$ cat config.mk
export PLATFORM = sky130hd
export DESIGN_NAME = omni_base_motion_integrator
export DESIGN_NICKNAME = d
export VERILOG_FILES = /design/src/rtl/obmi_pkg.sv /design/src/rtl/omni_base_motion_integrator.sv
export SDC_FILE = /design/constraint.sdc
export NUM_CORES = 2
export LEC_CHECK = 0
export BUFFER_PORTS_ARGS = -buffer_cell sky130_fd_sc_hd__buf_2
export CAP_MARGIN = 5
export CORE_ASPECT_RATIO = 0.6
export CORE_MARGIN = 2
export CORE_UTILIZATION = 30
export CTS_BUF_LIST = sky130_fd_sc_hd__clkbuf_16
export CTS_CLUSTER_DIAMETER = 100
export DETAILED_ROUTE_END_ITERATION = 10
export MAX_ROUTING_LAYER = met4
export PLACE_DENSITY = 0.5
export SYNTH_ARGS = -nofsm -noshare
export SYNTH_HDL_FRONTEND = slang
export SYNTH_SLANG_ARGS = --single-unit
$ cat constraint.sdc
create_clock -name clock -period 14.83 [get_ports clock]
set_clock_uncertainty 0.05 [all_clocks]
set_input_delay 0.7415 -clock clock [delete_from_list [all_inputs] [get_ports clock]]
set_output_delay 0.7415 -clock clock [all_outputs]
set_load 0.005 [all_outputs]
$ cat src/rtl/obmi_pkg.sv
// Package for the omni base motion integrator: sequencer codes, register
// indexes, fixed-point constants and the CORDIC arctangent table.
// No dependencies.
`default_nettype none

package obmi_pkg;

   localparam int BASE_RADIUS       = 16384;
   localparam int CORDIC_ITERATIONS = 16;

   localparam logic [15:0]        AGE_LIMIT = 16'd6553;
   localparam logic [15:0]        AGE_MAX   = 16'hFFFF;
   localparam logic signed [33:0] GAIN_Q30  = 34'sd652032875;
   localparam logic [39:0]        SPIN_K    = 40'(64'(BASE_RADIUS) * 64'd411775);

   localparam logic [22:0] RST_MAX_SPEED  = 23'd131072;
   localparam logic [22:0] RST_MAX_ACCEL  = 23'd196608;
   localparam logic [22:0] RST_MAX_TURN   = 23'd32768;
   localparam logic [22:0] RST_TURN_ACCEL = 23'd65536;
   localparam logic [15:0] RST_WHEEL_A    = 16'h0000;
   localparam logic [15:0] RST_WHEEL_B    = 16'h4000;
   localparam logic [15:0] RST_WHEEL_C    = 16'h8000;
   localparam logic [15:0] RST_WHEEL_D    = 16'hC000;

   typedef enum logic [2:0] {
      CSR_MAX_SPEED,
      CSR_MAX_ACCEL,
      CSR_MAX_TURN,
      CSR_TURN_ACCEL,
      CSR_WHEEL_A,
      CSR_WHEEL_B,
      CSR_WHEEL_C,
      CSR_WHEEL_D
   } csr_index_type;

   typedef enum logic [2:0] {
      S_IDLE,
      S_LOAD,
      S_BUSY,
      S_WB,
      S_FIN
   } seq_state_type;

   typedef enum logic [2:0] {
      OP_NONE,
      OP_MUL,
      OP_DIV,
      OP_SQRT,
      OP_CORDIC
   } op_type;

   typedef enum logic [4:0] {
      ST_SQ_X, ST_SQ_Y, ST_SQ_L, ST_ROOT,
      ST_MUL_X, ST_DIV_X, ST_MUL_Y, ST_DIV_Y,
      ST_MA, ST_MRA, ST_VR, ST_HROT,
      ST_RX1, ST_RX2, ST_RY1, ST_RY2,
      ST_PX, ST_PY, ST_PH, ST_SPIN,
      ST_WROT, ST_W1, ST_W2
   } step_type;

   // atan(2^-i) in 2^-32 turn
   function automatic logic signed [32:0] atan_entry(input logic [4:0] idx);
      logic signed [32:0] v;
      begin
         case (idx)
            5'd0:    v = 33'sh020000000;
            5'd1:    v = 33'sh012E4051D;
            5'd2:    v = 33'sh009FB385B;
            5'd3:    v = 33'sh0051111D4;
            5'd4:    v = 33'sh0028B0D43;
            5'd5:    v = 33'sh00145D7E1;
            5'd6:    v = 33'sh000A2F61E;
            5'd7:    v = 33'sh000517C55;
            5'd8:    v = 33'sh00028BE53;
            5'd9:    v = 33'sh000145F2E;
            5'd10:   v = 33'sh0000A2F98;
            5'd11:   v = 33'sh0000517CC;
            5'd12:   v = 33'sh000028BE6;
            5'd13:   v = 33'sh0000145F3;
            5'd14:   v = 33'sh000000A2F9;
            5'd15:   v = 33'sh00000517C;
            5'd16:   v = 33'sh0000028BE;
            5'd17:   v = 33'sh00000145F;
            5'd18:   v = 33'sh000000A2F;
            5'd19:   v = 33'sh000000517;
            5'd20:   v = 33'sh00000028B;
            5'd21:   v = 33'sh000000145;
            5'd22:   v = 33'sh0000000A2;
            5'd23:   v = 33'sh000000051;
            default: v = 33'sh000000000;
         endcase
         return v;
      end
   endfunction

endpackage

`default_nettype wire

$ cat src/rtl/omni_base_motion_integrator.sv
// Omni base motion integrator: command latch, speed/accel limiting, pose
// integration and wheel speeds, run by a step sequencer over serial units.
// Depends on obmi_pkg.
//
// Channel  Dir  Transfer when          Payload
// req      in   req_tvalid&req_tready  tuser kind; tdata cmd_vx,cmd_vy,cmd_vr,step_time
// rsp      out  rsp_tvalid&rsp_tready  tdata pose, body velocity, four wheel speeds
// csr      in   csr_we                 csr_addr register index, csr_wdata value
//
// A command gives no result. A tick runs 24 to 28 bit-serial products,
// plus five 16-step CORDIC runs and up to two 26-step roots and four 48-step
// divides. Synchronous reset restores the register defaults and zeroes the
// motion state. A finished result waits in the output register; the next
// item is taken meanwhile and its result waits until that one is taken.
`default_nettype none

module omni_base_motion_integrator
   import obmi_pkg::*;
(
   input  wire logic         clock,
   input  wire logic         reset,
   input  wire logic         req_tvalid,
   output logic              req_tready,
   input  wire logic [87:0]  req_tdata,  // cmd_vx, cmd_vy, cmd_vr, step_time
   input  wire logic         req_tuser,  // kind
   output logic              rsp_tvalid,
   input  wire logic         rsp_tready,
   output logic [255:0]      rsp_tdata,  // pos_x, pos_y, heading_out, vel_x_out,
                                         // vel_y_out, turn_rate_out, wheel_speed_a..d
   input  wire logic         csr_we,
   input  wire logic [2:0]   csr_addr,
   input  wire logic [22:0]  csr_wdata
);

   // configuration
   logic [22:0]        max_speed_ff, max_speed_in, max_accel_ff, max_accel_in;
   logic [22:0]        max_turn_ff, max_turn_in, turn_accel_ff, turn_accel_in;
   logic signed [15:0] wang_ff [4];
   logic signed [15:0] wang_in [4];

   // motion state
   logic signed [23:0] tgt_vx_ff, tgt_vx_in, tgt_vy_ff, tgt_vy_in, tgt_vr_ff, tgt_vr_in;
   logic [15:0]        age_ff, age_in;
   logic signed [23:0] bvx_ff, bvx_in, bvy_ff, bvy_in, bvr_ff, bvr_in;
   logic signed [31:0] posx_ff, posx_in, posy_ff, posy_in;
   logic signed [15:0] hdg_ff, hdg_in;

   // sequencer
   seq_state_type st_ff, st_in;
   step_type      pc_ff, pc_in;
   logic [5:0]    cnt_ff, cnt_in;
   logic          ph_ff, ph_in;
   logic [1:0]    k_ff, k_in;

   // working registers
   logic [15:0]        dt_ff, dt_in;
   logic signed [25:0] dvx_ff, dvx_in, dvy_ff, dvy_in;
   logic [22:0]        lim_ff, lim_in;
   logic signed [67:0] acc_ff, acc_in;
   logic [25:0]        r_ff, r_in;
   logic signed [31:0] c_ff, c_in, s_ff, s_in;
   logic signed [25:0] er_ff, er_in;
   logic signed [25:0] wvx_ff, wvx_in, wvy_ff, wvy_in;
   logic signed [33:0] spin_ff, spin_in;
   logic signed [24:0] wspd_ff [4];
   logic signed [24:0] wspd_in [4];

   // serial units
   logic signed [67:0] ma_ff, ma_in, mp_ff, mp_in;
   logic signed [25:0] mb_ff, mb_in;
   logic [47:0]        dnum_ff, dnum_in;
   logic [25:0]        drem_ff, drem_in;
   logic [51:0]        snum_ff, snum_in;
   logic [26:0]        srem_ff, srem_in;
   logic [25:0]        sroot_ff, sroot_in;
   logic signed [33:0] cx_ff, cx_in, cy_ff, cy_in;
   logic signed [32:0] cz_ff, cz_in;
   logic               cqp_ff, cqp_in, cqn_ff, cqn_in;

   // output register
   logic               rsp_valid_ff, rsp_valid_in;
   logic [255:0]       rsp_data_ff, rsp_data_in;

   // combinational
   op_type             op;
   logic signed [41:0] mul_a;
   logic signed [25:0] mul_b;
   logic signed [15:0] cor_ang;
   logic [5:0]         last_cnt;
   logic               req_acc, tick_acc, cmd_acc, stale;
   logic [16:0]        age_sum;
   logic signed [25:0] dvx_mag, dvy_mag, dt_s;
   logic [26:0]        drsh;
   logic               dge;
   logic [28:0]        srsh, strial;
   logic               sge;
   logic signed [33:0] cxs, cys;
   logic signed [32:0] cat;
   logic signed [67:0] sum_sub, sum_add, rnd_sub30, rnd_add30, p16, p32;
   logic signed [31:0] cor_c, cor_s;
   logic signed [24:0] tv25, mtr25, drc;
   logic signed [25:0] lim26, erc, qs;
   logic signed [33:0] pos_t;
   logic signed [35:0] whl_t;
   logic signed [24:0] whl_sat;
   logic signed [15:0] ang_adj;

   assign req_tready = (st_ff == S_IDLE);
   assign rsp_tvalid = rsp_valid_ff;
   assign rsp_tdata  = rsp_data_ff;
   assign req_acc  = req_tvalid && req_tready;
   assign tick_acc = req_acc && req_tuser;
   assign cmd_acc  = req_acc && !req_tuser;
   assign stale    = (age_ff > AGE_LIMIT);
   assign age_sum  = {1'b0, age_ff} + {1'b0, req_tdata[87:72]};

   assign dvx_mag = dvx_ff[25] ? -dvx_ff : dvx_ff;
   assign dvy_mag = dvy_ff[25] ? -dvy_ff : dvy_ff;
   assign dt_s    = signed'({10'd0, dt_ff});

   // step decoder
   always_comb begin
      op      = OP_NONE;
      mul_a   = '0;
      mul_b   = '0;
      cor_ang = hdg_ff;
      unique case (pc_ff)
         ST_SQ_X:  begin op = OP_MUL; mul_a = 42'(dvx_ff); mul_b = dvx_ff; end
         ST_SQ_Y:  begin op = OP_MUL; mul_a = 42'(dvy_ff); mul_b = dvy_ff; end
         ST_SQ_L:  begin
            op = OP_MUL; mul_a = signed'({19'd0, lim_ff}); mul_b = signed'({3'd0, lim_ff});
         end
         ST_ROOT:  op = OP_SQRT;
         ST_MUL_X: begin op = OP_MUL; mul_a = signed'({19'd0, lim_ff}); mul_b = dvx_mag; end
         ST_DIV_X: op = OP_DIV;
         ST_MUL_Y: begin op = OP_MUL; mul_a = signed'({19'd0, lim_ff}); mul_b = dvy_mag; end
         ST_DIV_Y: op = OP_DIV;
         ST_MA:    begin op = OP_MUL; mul_a = signed'({19'd0, max_accel_ff}); mul_b = dt_s; end
         ST_MRA:   begin op = OP_MUL; mul_a = signed'({19'd0, turn_accel_ff}); mul_b = dt_s; end
         ST_VR:    op = OP_NONE;
         ST_HROT:  begin op = OP_CORDIC; cor_ang = hdg_ff; end
         ST_RX1:   begin op = OP_MUL; mul_a = 42'(c_ff); mul_b = 26'(bvx_ff); end
         ST_RX2:   begin op = OP_MUL; mul_a = 42'(s_ff); mul_b = 26'(bvy_ff); end
         ST_RY1:   begin op = OP_MUL; mul_a = 42'(s_ff); mul_b = 26'(bvx_ff); end
         ST_RY2:   begin op = OP_MUL; mul_a = 42'(c_ff); mul_b = 26'(bvy_ff); end
         ST_PX:    begin op = OP_MUL; mul_a = 42'(wvx_ff); mul_b = dt_s; end
         ST_PY:    begin op = OP_MUL; mul_a = 42'(wvy_ff); mul_b = dt_s; end
         ST_PH:    begin op = OP_MUL; mul_a = 42'(bvr_ff); mul_b = dt_s; end
         ST_SPIN:  begin op = OP_MUL; mul_a = signed'({2'd0, SPIN_K}); mul_b = 26'(bvr_ff); end
         ST_WROT:  begin op = OP_CORDIC; cor_ang = wang_ff[k_ff]; end
         ST_W1:    begin op = OP_MUL; mul_a = 42'(c_ff); mul_b = 26'(bvx_ff); end
         ST_W2:    begin op = OP_MUL; mul_a = 42'(s_ff); mul_b = 26'(bvy_ff); end
         default:  op = OP_NONE;
      endcase
   end

   always_comb begin
      unique case (op)
         OP_DIV:    last_cnt = 6'd47;
         OP_CORDIC: last_cnt = 6'(CORDIC_ITERATIONS - 1);
         default:   last_cnt = 6'd25;
      endcase
   end

   // unit datapaths
   assign drsh   = {drem_ff, dnum_ff[47]};
   assign dge    = (drsh >= {1'b0, r_ff});
   assign srsh   = {srem_ff, snum_ff[51:50]};
   assign strial = {1'b0, sroot_ff, 2'b01};
   assign sge    = (srsh >= strial);
   assign cxs    = cx_ff >>> cnt_ff[4:0];
   assign cys    = cy_ff >>> cnt_ff[4:0];
   assign cat    = atan_entry(cnt_ff[4:0]);
   assign ang_adj = (cor_ang > 16'sd16384)  ? cor_ang - 16'sd16384 :
                    (cor_ang < -16'sd16384) ? cor_ang + 16'sd16384 : cor_ang;

   // writeback arithmetic
   assign sum_sub   = acc_ff - mp_ff;
   assign sum_add   = acc_ff + mp_ff;
   assign rnd_sub30 = (sum_sub + 68'sd536870912) >>> 30;
   assign rnd_add30 = (sum_add + 68'sd536870912) >>> 30;
   assign p16       = (mp_ff + 68'sd32768) >>> 16;
   assign p32       = (mp_ff + 68'sd2147483648) >>> 32;
   assign cor_c     = cqp_ff ? 32'(-cy_ff) : (cqn_ff ? 32'(cy_ff) : 32'(cx_ff));
   assign cor_s     = cqp_ff ? 32'(cx_ff) : (cqn_ff ? 32'(-cx_ff) : 32'(cy_ff));
   assign tv25      = 25'(tgt_vr_ff);
   assign mtr25     = signed'({2'd0, max_turn_ff});
   assign drc       = (tv25 > mtr25) ? mtr25 : ((tv25 < -mtr25) ? -mtr25 : tv25);
   assign lim26     = signed'({3'd0, lim_ff});
   assign erc       = (er_ff > lim26) ? lim26 : ((er_ff < -lim26) ? -lim26 : er_ff);
   assign qs        = signed'({2'd0, dnum_ff[23:0]});
   assign pos_t     = (pc_ff == ST_PX ? 34'(posx_ff) : 34'(posy_ff)) + 34'(p16);
   assign whl_t     = 36'(rnd_add30) + 36'(spin_ff);
   assign whl_sat   = (whl_t > 36'sd16777215) ? 25'sd16777215 :
                      ((whl_t < -36'sd16777216) ? -25'sd16777216 : 25'(whl_t));

   always_comb begin
      max_speed_in  = max_speed_ff;
      max_accel_in  = max_accel_ff;
      max_turn_in   = max_turn_ff;
      turn_accel_in = turn_accel_ff;
      wang_in       = wang_ff;
      tgt_vx_in = tgt_vx_ff; tgt_vy_in = tgt_vy_ff; tgt_vr_in = tgt_vr_ff;
      age_in    = age_ff;
      bvx_in = bvx_ff; bvy_in = bvy_ff; bvr_in = bvr_ff;
      posx_in = posx_ff; posy_in = posy_ff; hdg_in = hdg_ff;
      st_in = st_ff; pc_in = pc_ff; cnt_in = cnt_ff; ph_in = ph_ff; k_in = k_ff;
      dt_in = dt_ff; dvx_in = dvx_ff; dvy_in = dvy_ff; lim_in = lim_ff;
      acc_in = acc_ff; r_in = r_ff; c_in = c_ff; s_in = s_ff; er_in = er_ff;
      wvx_in = wvx_ff; wvy_in = wvy_ff; spin_in = spin_ff; wspd_in = wspd_ff;
      ma_in = ma_ff; mp_in = mp_ff; mb_in = mb_ff;
      dnum_in = dnum_ff; drem_in = drem_ff;
      snum_in = snum_ff; srem_in = srem_ff; sroot_in = sroot_ff;
      cx_in = cx_ff; cy_in = cy_ff; cz_in = cz_ff; cqp_in = cqp_ff; cqn_in = cqn_ff;
      rsp_valid_in = rsp_valid_ff && !rsp_tready;
      rsp_data_in  = rsp_data_ff;

      if (csr_we) begin
         unique case (csr_index_type'(csr_addr))
            CSR_MAX_SPEED:  max_speed_in  = csr_wdata;
            CSR_MAX_ACCEL:  max_accel_in  = csr_wdata;
            CSR_MAX_TURN:   max_turn_in   = csr_wdata;
            CSR_TURN_ACCEL: turn_accel_in = csr_wdata;
            CSR_WHEEL_A:    wang_in[0] = signed'(csr_wdata[15:0]);
            CSR_WHEEL_B:    wang_in[1] = signed'(csr_wdata[15:0]);
            CSR_WHEEL_C:    wang_in[2] = signed'(csr_wdata[15:0]);
            CSR_WHEEL_D:    wang_in[3] = signed'(csr_wdata[15:0]);
            default: ;
         endcase
      end

      unique case (st_ff)
         S_IDLE: begin
            if (cmd_acc) begin
               tgt_vx_in = signed'(req_tdata[23:0]);
               tgt_vy_in = signed'(req_tdata[47:24]);
               tgt_vr_in = signed'(req_tdata[71:48]);
               age_in    = '0;
            end else if (tick_acc) begin
               if (stale) begin
                  tgt_vx_in = '0; tgt_vy_in = '0; tgt_vr_in = '0;
               end
               age_in = age_sum[16] ? AGE_MAX : age_sum[15:0];
               dt_in  = req_tdata[87:72];
               dvx_in = stale ? '0 : 26'(tgt_vx_ff);
               dvy_in = stale ? '0 : 26'(tgt_vy_ff);
               lim_in = max_speed_ff;
               ph_in  = 1'b0;
               k_in   = '0;
               pc_in  = ST_SQ_X;
               st_in  = S_LOAD;
            end
         end
         S_LOAD: begin
            cnt_in = '0;
            st_in  = (op == OP_NONE) ? S_WB : S_BUSY;
            case (op)
               OP_MUL: begin
                  ma_in = 68'(mul_a); mb_in = mul_b; mp_in = '0;
               end
               OP_DIV: begin
                  dnum_in = acc_ff[47:0]; drem_in = '0;
               end
               OP_SQRT: begin
                  snum_in = acc_ff[51:0]; srem_in = '0; sroot_in = '0;
               end
               OP_CORDIC: begin
                  cx_in  = GAIN_Q30;
                  cy_in  = '0;
                  cz_in  = signed'({ang_adj, 16'd0}) >>> 0;
                  cz_in  = 33'(signed'({ang_adj, 16'd0}));
                  cqp_in = (cor_ang > 16'sd16384);
                  cqn_in = (cor_ang < -16'sd16384);
               end
               default: ;
            endcase
         end
         S_BUSY: begin
            cnt_in = cnt_ff + 6'd1;
            if (cnt_ff == last_cnt) st_in = S_WB;
            case (op)
               OP_MUL: begin
                  if (mb_ff[0]) mp_in = (cnt_ff == 6'd25) ? mp_ff - ma_ff : mp_ff + ma_ff;
                  ma_in = ma_ff <<< 1;
                  mb_in = mb_ff >>> 1;
               end
               OP_DIV: begin
                  drem_in = dge ? 26'(drsh - {1'b0, r_ff}) : drsh[25:0];
                  dnum_in = {dnum_ff[46:0], dge};
               end
               OP_SQRT: begin
                  srem_in  = sge ? 27'(srsh - strial) : srsh[26:0];
                  sroot_in = {sroot_ff[24:0], sge};
                  snum_in  = {snum_ff[49:0], 2'b00};
               end
               OP_CORDIC: begin
                  if (!cz_ff[32]) begin
                     cx_in = cx_ff - cys; cy_in = cy_ff + cxs; cz_in = cz_ff - cat;
                  end else begin
                     cx_in = cx_ff + cys; cy_in = cy_ff - cxs; cz_in = cz_ff + cat;
                  end
               end
               default: ;
            endcase
         end
         S_WB: begin
            st_in = S_LOAD;
            unique case (pc_ff)
               ST_SQ_X: begin acc_in = mp_ff; pc_in = ST_SQ_Y; end
               ST_SQ_Y: begin acc_in = sum_add; pc_in = ST_SQ_L; end
               ST_SQ_L, ST_DIV_Y: begin
                  if (pc_ff == ST_DIV_Y) dvy_in = dvy_ff[25] ? -qs : qs;
                  if (pc_ff == ST_SQ_L && acc_ff > mp_ff) begin
                     pc_in = ST_ROOT;
                  end else if (!ph_ff) begin
                     pc_in = ST_MA;
                  end else begin
                     bvx_in = 24'(bvx_ff + (pc_ff == ST_DIV_Y ? dvx_ff : dvx_ff));
                     bvy_in = 24'(bvy_ff + (pc_ff == ST_DIV_Y ? (dvy_ff[25] ? -qs : qs)
                                                              : dvy_ff));
                     pc_in  = ST_MRA;
                  end
               end
               ST_ROOT:  begin r_in = sroot_ff + {25'd0, (srem_ff != '0)}; pc_in = ST_MUL_X; end
               ST_MUL_X: begin acc_in = mp_ff; pc_in = ST_DIV_X; end
               ST_DIV_X: begin dvx_in = dvx_ff[25] ? -qs : qs; pc_in = ST_MUL_Y; end
               ST_MUL_Y: begin acc_in = mp_ff; pc_in = ST_DIV_Y; end
               ST_MA: begin
                  lim_in = mp_ff[38:16];
                  dvx_in = dvx_ff - 26'(bvx_ff);
                  dvy_in = dvy_ff - 26'(bvy_ff);
                  ph_in  = 1'b1;
                  pc_in  = ST_SQ_X;
               end
               ST_MRA: begin
                  lim_in = mp_ff[38:16];
                  er_in  = 26'(drc) - 26'(bvr_ff);
                  pc_in  = ST_VR;
               end
               ST_VR:   begin bvr_in = 24'(26'(bvr_ff) + erc); pc_in = ST_HROT; end
               ST_HROT: begin c_in = cor_c; s_in = cor_s; pc_in = ST_RX1; end
               ST_RX1:  begin acc_in = mp_ff; pc_in = ST_RX2; end
               ST_RX2:  begin wvx_in = 26'(rnd_sub30); pc_in = ST_RY1; end
               ST_RY1:  begin acc_in = mp_ff; pc_in = ST_RY2; end
               ST_RY2:  begin wvy_in = 26'(rnd_add30); pc_in = ST_PX; end
               ST_PX, ST_PY: begin
                  if (pc_ff == ST_PX) begin
                     posx_in = (pos_t > 34'sd2147483647) ? 32'sh7FFFFFFF :
                               ((pos_t < -34'sd2147483648) ? 32'sh80000000 : 32'(pos_t));
                     pc_in   = ST_PY;
                  end else begin
                     posy_in = (pos_t > 34'sd2147483647) ? 32'sh7FFFFFFF :
                               ((pos_t < -34'sd2147483648) ? 32'sh80000000 : 32'(pos_t));
                     pc_in   = ST_PH;
                  end
               end
               ST_PH:   begin hdg_in = hdg_ff + 16'(p16); pc_in = ST_SPIN; end
               ST_SPIN: begin spin_in = 34'(p32); pc_in = ST_WROT; end
               ST_WROT: begin c_in = cor_c; s_in = cor_s; pc_in = ST_W1; end
               ST_W1:   begin acc_in = mp_ff; pc_in = ST_W2; end
               ST_W2: begin
                  wspd_in[k_ff] = whl_sat;
                  k_in  = k_ff + 2'd1;
                  pc_in = ST_WROT;
                  if (k_ff == 2'd3) st_in = S_FIN;
               end
               default: st_in = S_FIN;
            endcase
         end
         S_FIN: begin
            if (!rsp_valid_ff || rsp_tready) begin
               rsp_valid_in = 1'b1;
               rsp_data_in  = {4'd0, wspd_ff[3], wspd_ff[2], wspd_ff[1], wspd_ff[0],
                               bvr_ff, bvy_ff, bvx_ff, hdg_ff, posy_ff, posx_ff};
               st_in = S_IDLE;
            end
         end
         default: st_in = S_IDLE;
      endcase
   end

   always_ff @(posedge clock) begin
      if (reset) begin
         max_speed_ff  <= RST_MAX_SPEED;
         max_accel_ff  <= RST_MAX_ACCEL;
         max_turn_ff   <= RST_MAX_TURN;
         turn_accel_ff <= RST_TURN_ACCEL;
         wang_ff[0] <= signed'(RST_WHEEL_A);
         wang_ff[1] <= signed'(RST_WHEEL_B);
         wang_ff[2] <= signed'(RST_WHEEL_C);
         wang_ff[3] <= signed'(RST_WHEEL_D);
         tgt_vx_ff <= '0; tgt_vy_ff <= '0; tgt_vr_ff <= '0;
         age_ff <= '0;
         bvx_ff <= '0; bvy_ff <= '0; bvr_ff <= '0;
         posx_ff <= '0; posy_ff <= '0; hdg_ff <= '0;
         st_ff <= S_IDLE; pc_ff <= ST_SQ_X; cnt_ff <= '0; ph_ff <= 1'b0; k_ff <= '0;
         rsp_valid_ff <= 1'b0;
      end else begin
         max_speed_ff  <= max_speed_in;
         max_accel_ff  <= max_accel_in;
         max_turn_ff   <= max_turn_in;
         turn_accel_ff <= turn_accel_in;
         wang_ff <= wang_in;
         tgt_vx_ff <= tgt_vx_in; tgt_vy_ff <= tgt_vy_in; tgt_vr_ff <= tgt_vr_in;
         age_ff <= age_in;
         bvx_ff <= bvx_in; bvy_ff <= bvy_in; bvr_ff <= bvr_in;
         posx_ff <= posx_in; posy_ff <= posy_in; hdg_ff <= hdg_in;
         st_ff <= st_in; pc_ff <= pc_in; cnt_ff <= cnt_in; ph_ff <= ph_in; k_ff <= k_in;
         rsp_valid_ff <= rsp_valid_in;
      end
   end

   always_ff @(posedge clock) begin
      dt_ff <= dt_in; dvx_ff <= dvx_in; dvy_ff <= dvy_in; lim_ff <= lim_in;
      acc_ff <= acc_in; r_ff <= r_in; c_ff <= c_in; s_ff <= s_in; er_ff <= er_in;
      wvx_ff <= wvx_in; wvy_ff <= wvy_in; spin_ff <= spin_in; wspd_ff <= wspd_in;
      ma_ff <= ma_in; mp_ff <= mp_in; mb_ff <= mb_in;
      dnum_ff <= dnum_in; drem_ff <= drem_in;
      snum_ff <= snum_in; srem_ff <= srem_in; sroot_ff <= sroot_in;
      cx_ff <= cx_in; cy_ff <= cy_in; cz_ff <= cz_in; cqp_ff <= cqp_in; cqn_ff <= cqn_in;
      rsp_data_ff <= rsp_data_in;
   end

   a_tick_starts: assert property (@(posedge clock) disable iff (reset)
      tick_acc |=> (st_ff == S_LOAD && pc_ff == ST_SQ_X))
      else $error("tick did not start the step sequence");

   a_cmd_no_rsp: assert property (@(posedge clock) disable iff (reset)
      (cmd_acc && !rsp_tvalid) |=> !rsp_tvalid)
      else $error("command produced a result");

   a_age_mono: assert property (@(posedge clock) disable iff (reset)
      (!$past(reset) && !$past(cmd_acc)) |-> (age_ff >= $past(age_ff)))
      else $error("command age went backward without a command");

   a_rsp_from_fin: assert property (@(posedge clock) disable iff (reset)
      $rose(rsp_tvalid) |-> $past(st_ff == S_FIN))
      else $error("result raised outside the finish step");

endmodule

`default_nettype wire

==> qor.yml <==
place_ws_ns: 4.98
worst_pin_slew_ns: 1.35
ys_types: 110
pin_count: 378
grt.total_usage_pct: 23.5
initial_utilization_pct: 30.2
first_iter_violations: 12583
grt_first_pass_wirelength_um: 624000
async_reset_ff_share_pct: 0
cts.sinks: 1601
yosysTopAreaCell: "edfxtp_1"
mostFrequentLayoutCells: "nand2_1, nor2_1, edfxtp_1"
fin_crit_ns: 9.95
grt_util_met1_pct: 37.5
ys_seq_elements: 1601
critPathArrivalTime_ns: 10.67
wl_per_cell_um: 25.5
grt_antenna_before_repair: 42
outcome: "completed"
max-cap-violations: 0
layout.cells.non_filler: 17155
antenna_left: 0
use_met3_pct: 7.34
max_clock_freq_ghz: 0.101
clock_tree.root_cell: "clkbuf_16"
slowest_stage: "a2111oi_0"
ctsResizeCount: 0
synthCells: 11978
vias: 94436
hold-worst-slack_ns: 0.0711
yosysSeqAreaShare_pct: 39.9
nFillCells: 37394
tns_ns: 0
multi_input_area_um2: 61400
clk_path_buf_depth: 4
grt_overflow_total: 0
relSlewSlack_pct: 10.1
leakagePower_nw: 47.1
layout_setup_ws_ns: 4.88
cts_tree: "built"
clk_latency_ns: 0.92
coreArea_um2: 362000
final_common_cell: "nand2_1"
cp_common_cell: "or3_4"
ff_latch_area_um2: 43600
die_y_um: 471
setup_viol: 0
dp_hpwl_um: 338000
use_met2_pct: 27.6
period_share_pct: 67.1
port_buffers: 373
rsz0062_at_grt: "no"
power_mw: 15.1
ys_warn_count: 0
worstHoldPathType: "input port to register"
crit_fanout: 59
max_stage_delay_ns: 0.71
powerDensity_nw_per_um2: 122
grt_busiest_layer: "met1"
grt_pass1_vias: 84054
wl_um: 437000
slew_violations: 0
finalWeightedCongestion: 0.981
viasPerCell: 5.50
path_class: "register to register"
drcViolationCount: 0
grt_max_degree: 198
area_growth_pct: 12.6
peakVddDrop_mv: 0.0912
nets: 13083
crit_required_ns: 15.55
yosys_most_used_dff: "edfxtp_1"
dp_cells: 16771
cp-end-kind: "register"
mappedNetlistArea_um2: 109000
dieArea_um2: 369000
die_w_um: 783
hold_violations: 0
cts-buffers-inserted: 182
synth-edff-count: 1157
num_rows: 171
synthTopCellsByArea: "edfxtp_1, ha_1, dfxtp_1"
synth_top_area_share_pct: 31.8
worstSetupStartpointType: "register"
final_layout_size_suffix_gt1_share_pct: 9.88
clk_pin_slew_ns: 0.07
first_pass_iters: 10
cts.htree.levels: 4
avgSynthCellArea_um2: 9.12
-- per-stage QoR --
stage / cell area [um^2] / util [%]
2_1_floorplan: 109000 / -
3_3_place_gp: 117000 / 32.2
3_5_place_dp: 117000 / 32.2
4_1_cts: 123000 / 34.0
5_1_grt: 123000 / 34.0
6_report: 123000 / 34.0
-- worst paths after layout --
kind | from | to | slack (ns) | depth (start not counted)
worst max-delay path | lim_ff[2]$_DFFE_PP_ | bvr_ff[23]$_SDFFE_PP0P_ | 4.88 | 36
worst min register to register | wspd_ff[53]$_DFFE_PP_ | rsp_tdata[180]$_DFFE_PP_ | 0.36 | 0
worst min-delay path | req_tdata[23] | tgt_vx_ff[23]$_SDFFE_PP0P_ | 0.07 | 3
worst max register to register | lim_ff[2]$_DFFE_PP_ | bvr_ff[23]$_SDFFE_PP0P_ | 4.88 | 36
-- flip-flops by register name (all words and copies together), names as in the netlist, 33 cells and up --
name / count
acc_ff: 68
cx_ff: 34
cy_ff: 34
cz_ff: 33
dnum_ff: 48
ma_ff: 68
mp_ff: 68
rsp_tdata: 252
snum_ff: 52
spin_ff: 34
wang_ff: 64
wspd_ff: 100
-- cells in the mapped netlist, types with 103 or more instances --
cell and instances:
nand2_1 1410, nor2_1 1202, edfxtp_1 1157, a21oi_1 1037, ha_1 775, o21ai_0 618
inv_1 572, xnor2_1 550, clkbuf_1 514, dfxtp_1 444, a21o_1 288, xor2_1 280
nor3_1 269, nand3_1 246, a211oi_1 145, a31oi_1 139, nor2b_1 123, nand2b_1 122
a22oi_1 112, nand4_1 111, mux2i_1 109, or3_1 107, mux4_2 103
-- worst max-delay path, delay by kind of cell (launching register included) --
kind / cells / cell delay, ns
mux: 2 / 0.48
flops: 1 / 0.53
buf+inv: 1 / 0.33
xor+xnor: 1 / 0.17
simple gates: 12 / 3.59
fa+ha+maj: 2 / 0.65
compound gates: 18 / 3.99
-- repair_timing --
item	in CTS	in global routing
setup endpoints to repair	0	0
hold buffers	34	0
endpoints found under the hold margin	34	0
setup buffers	0	0
-- where the power goes --
part | switching, mW | internal (mW)
registers | 0.238 | 5.17
logic | 3.19 | 1.73
clock network | 2.08 | 2.64
total | 5.50 | 9.55
-- cell type report --
| class | instances | area share [%] |
|---|---|---|
| clock inverter | 135 | 0.934 |
| multi-input combinational | 9179 | 49.9 |
| timing repair buffer | 602 | 3.01 |
| tap | 4844 | 4.93 |
| antenna | 21 | 0.0427 |
| inverter | 579 | 1.77 |
| sequential | 1601 | 35.5 |
| clock buffer | 194 | 3.95 |
-- metal layers --
metal / wire length [um] / up-vias
met5: 0 / -
met4: 8800 / 0
met3: 53300 / 452
met2: 154000 / 4219
met1: 221000 / 45781
li1: - / 43984
-- cell families (layout without fill, tap and decap cells) --
family / count (synthesis) / count (layout) / share of synthesized area (%)
other cells: 1 / 25 / 0.00343
compound gates: 3196 / 3196 / 18.6
simple gates: 4042 / 4042 / 16.9
xor+xnor: 832 / 832 / 6.70
mux: 287 / 287 / 3.90
flops: 1601 / 1601 / 39.9
fa+ha+maj: 818 / 818 / 9.66
buf+inv: 1201 / 1510 / 4.22
No activity file was read; power rests on OpenSTA's default activity.
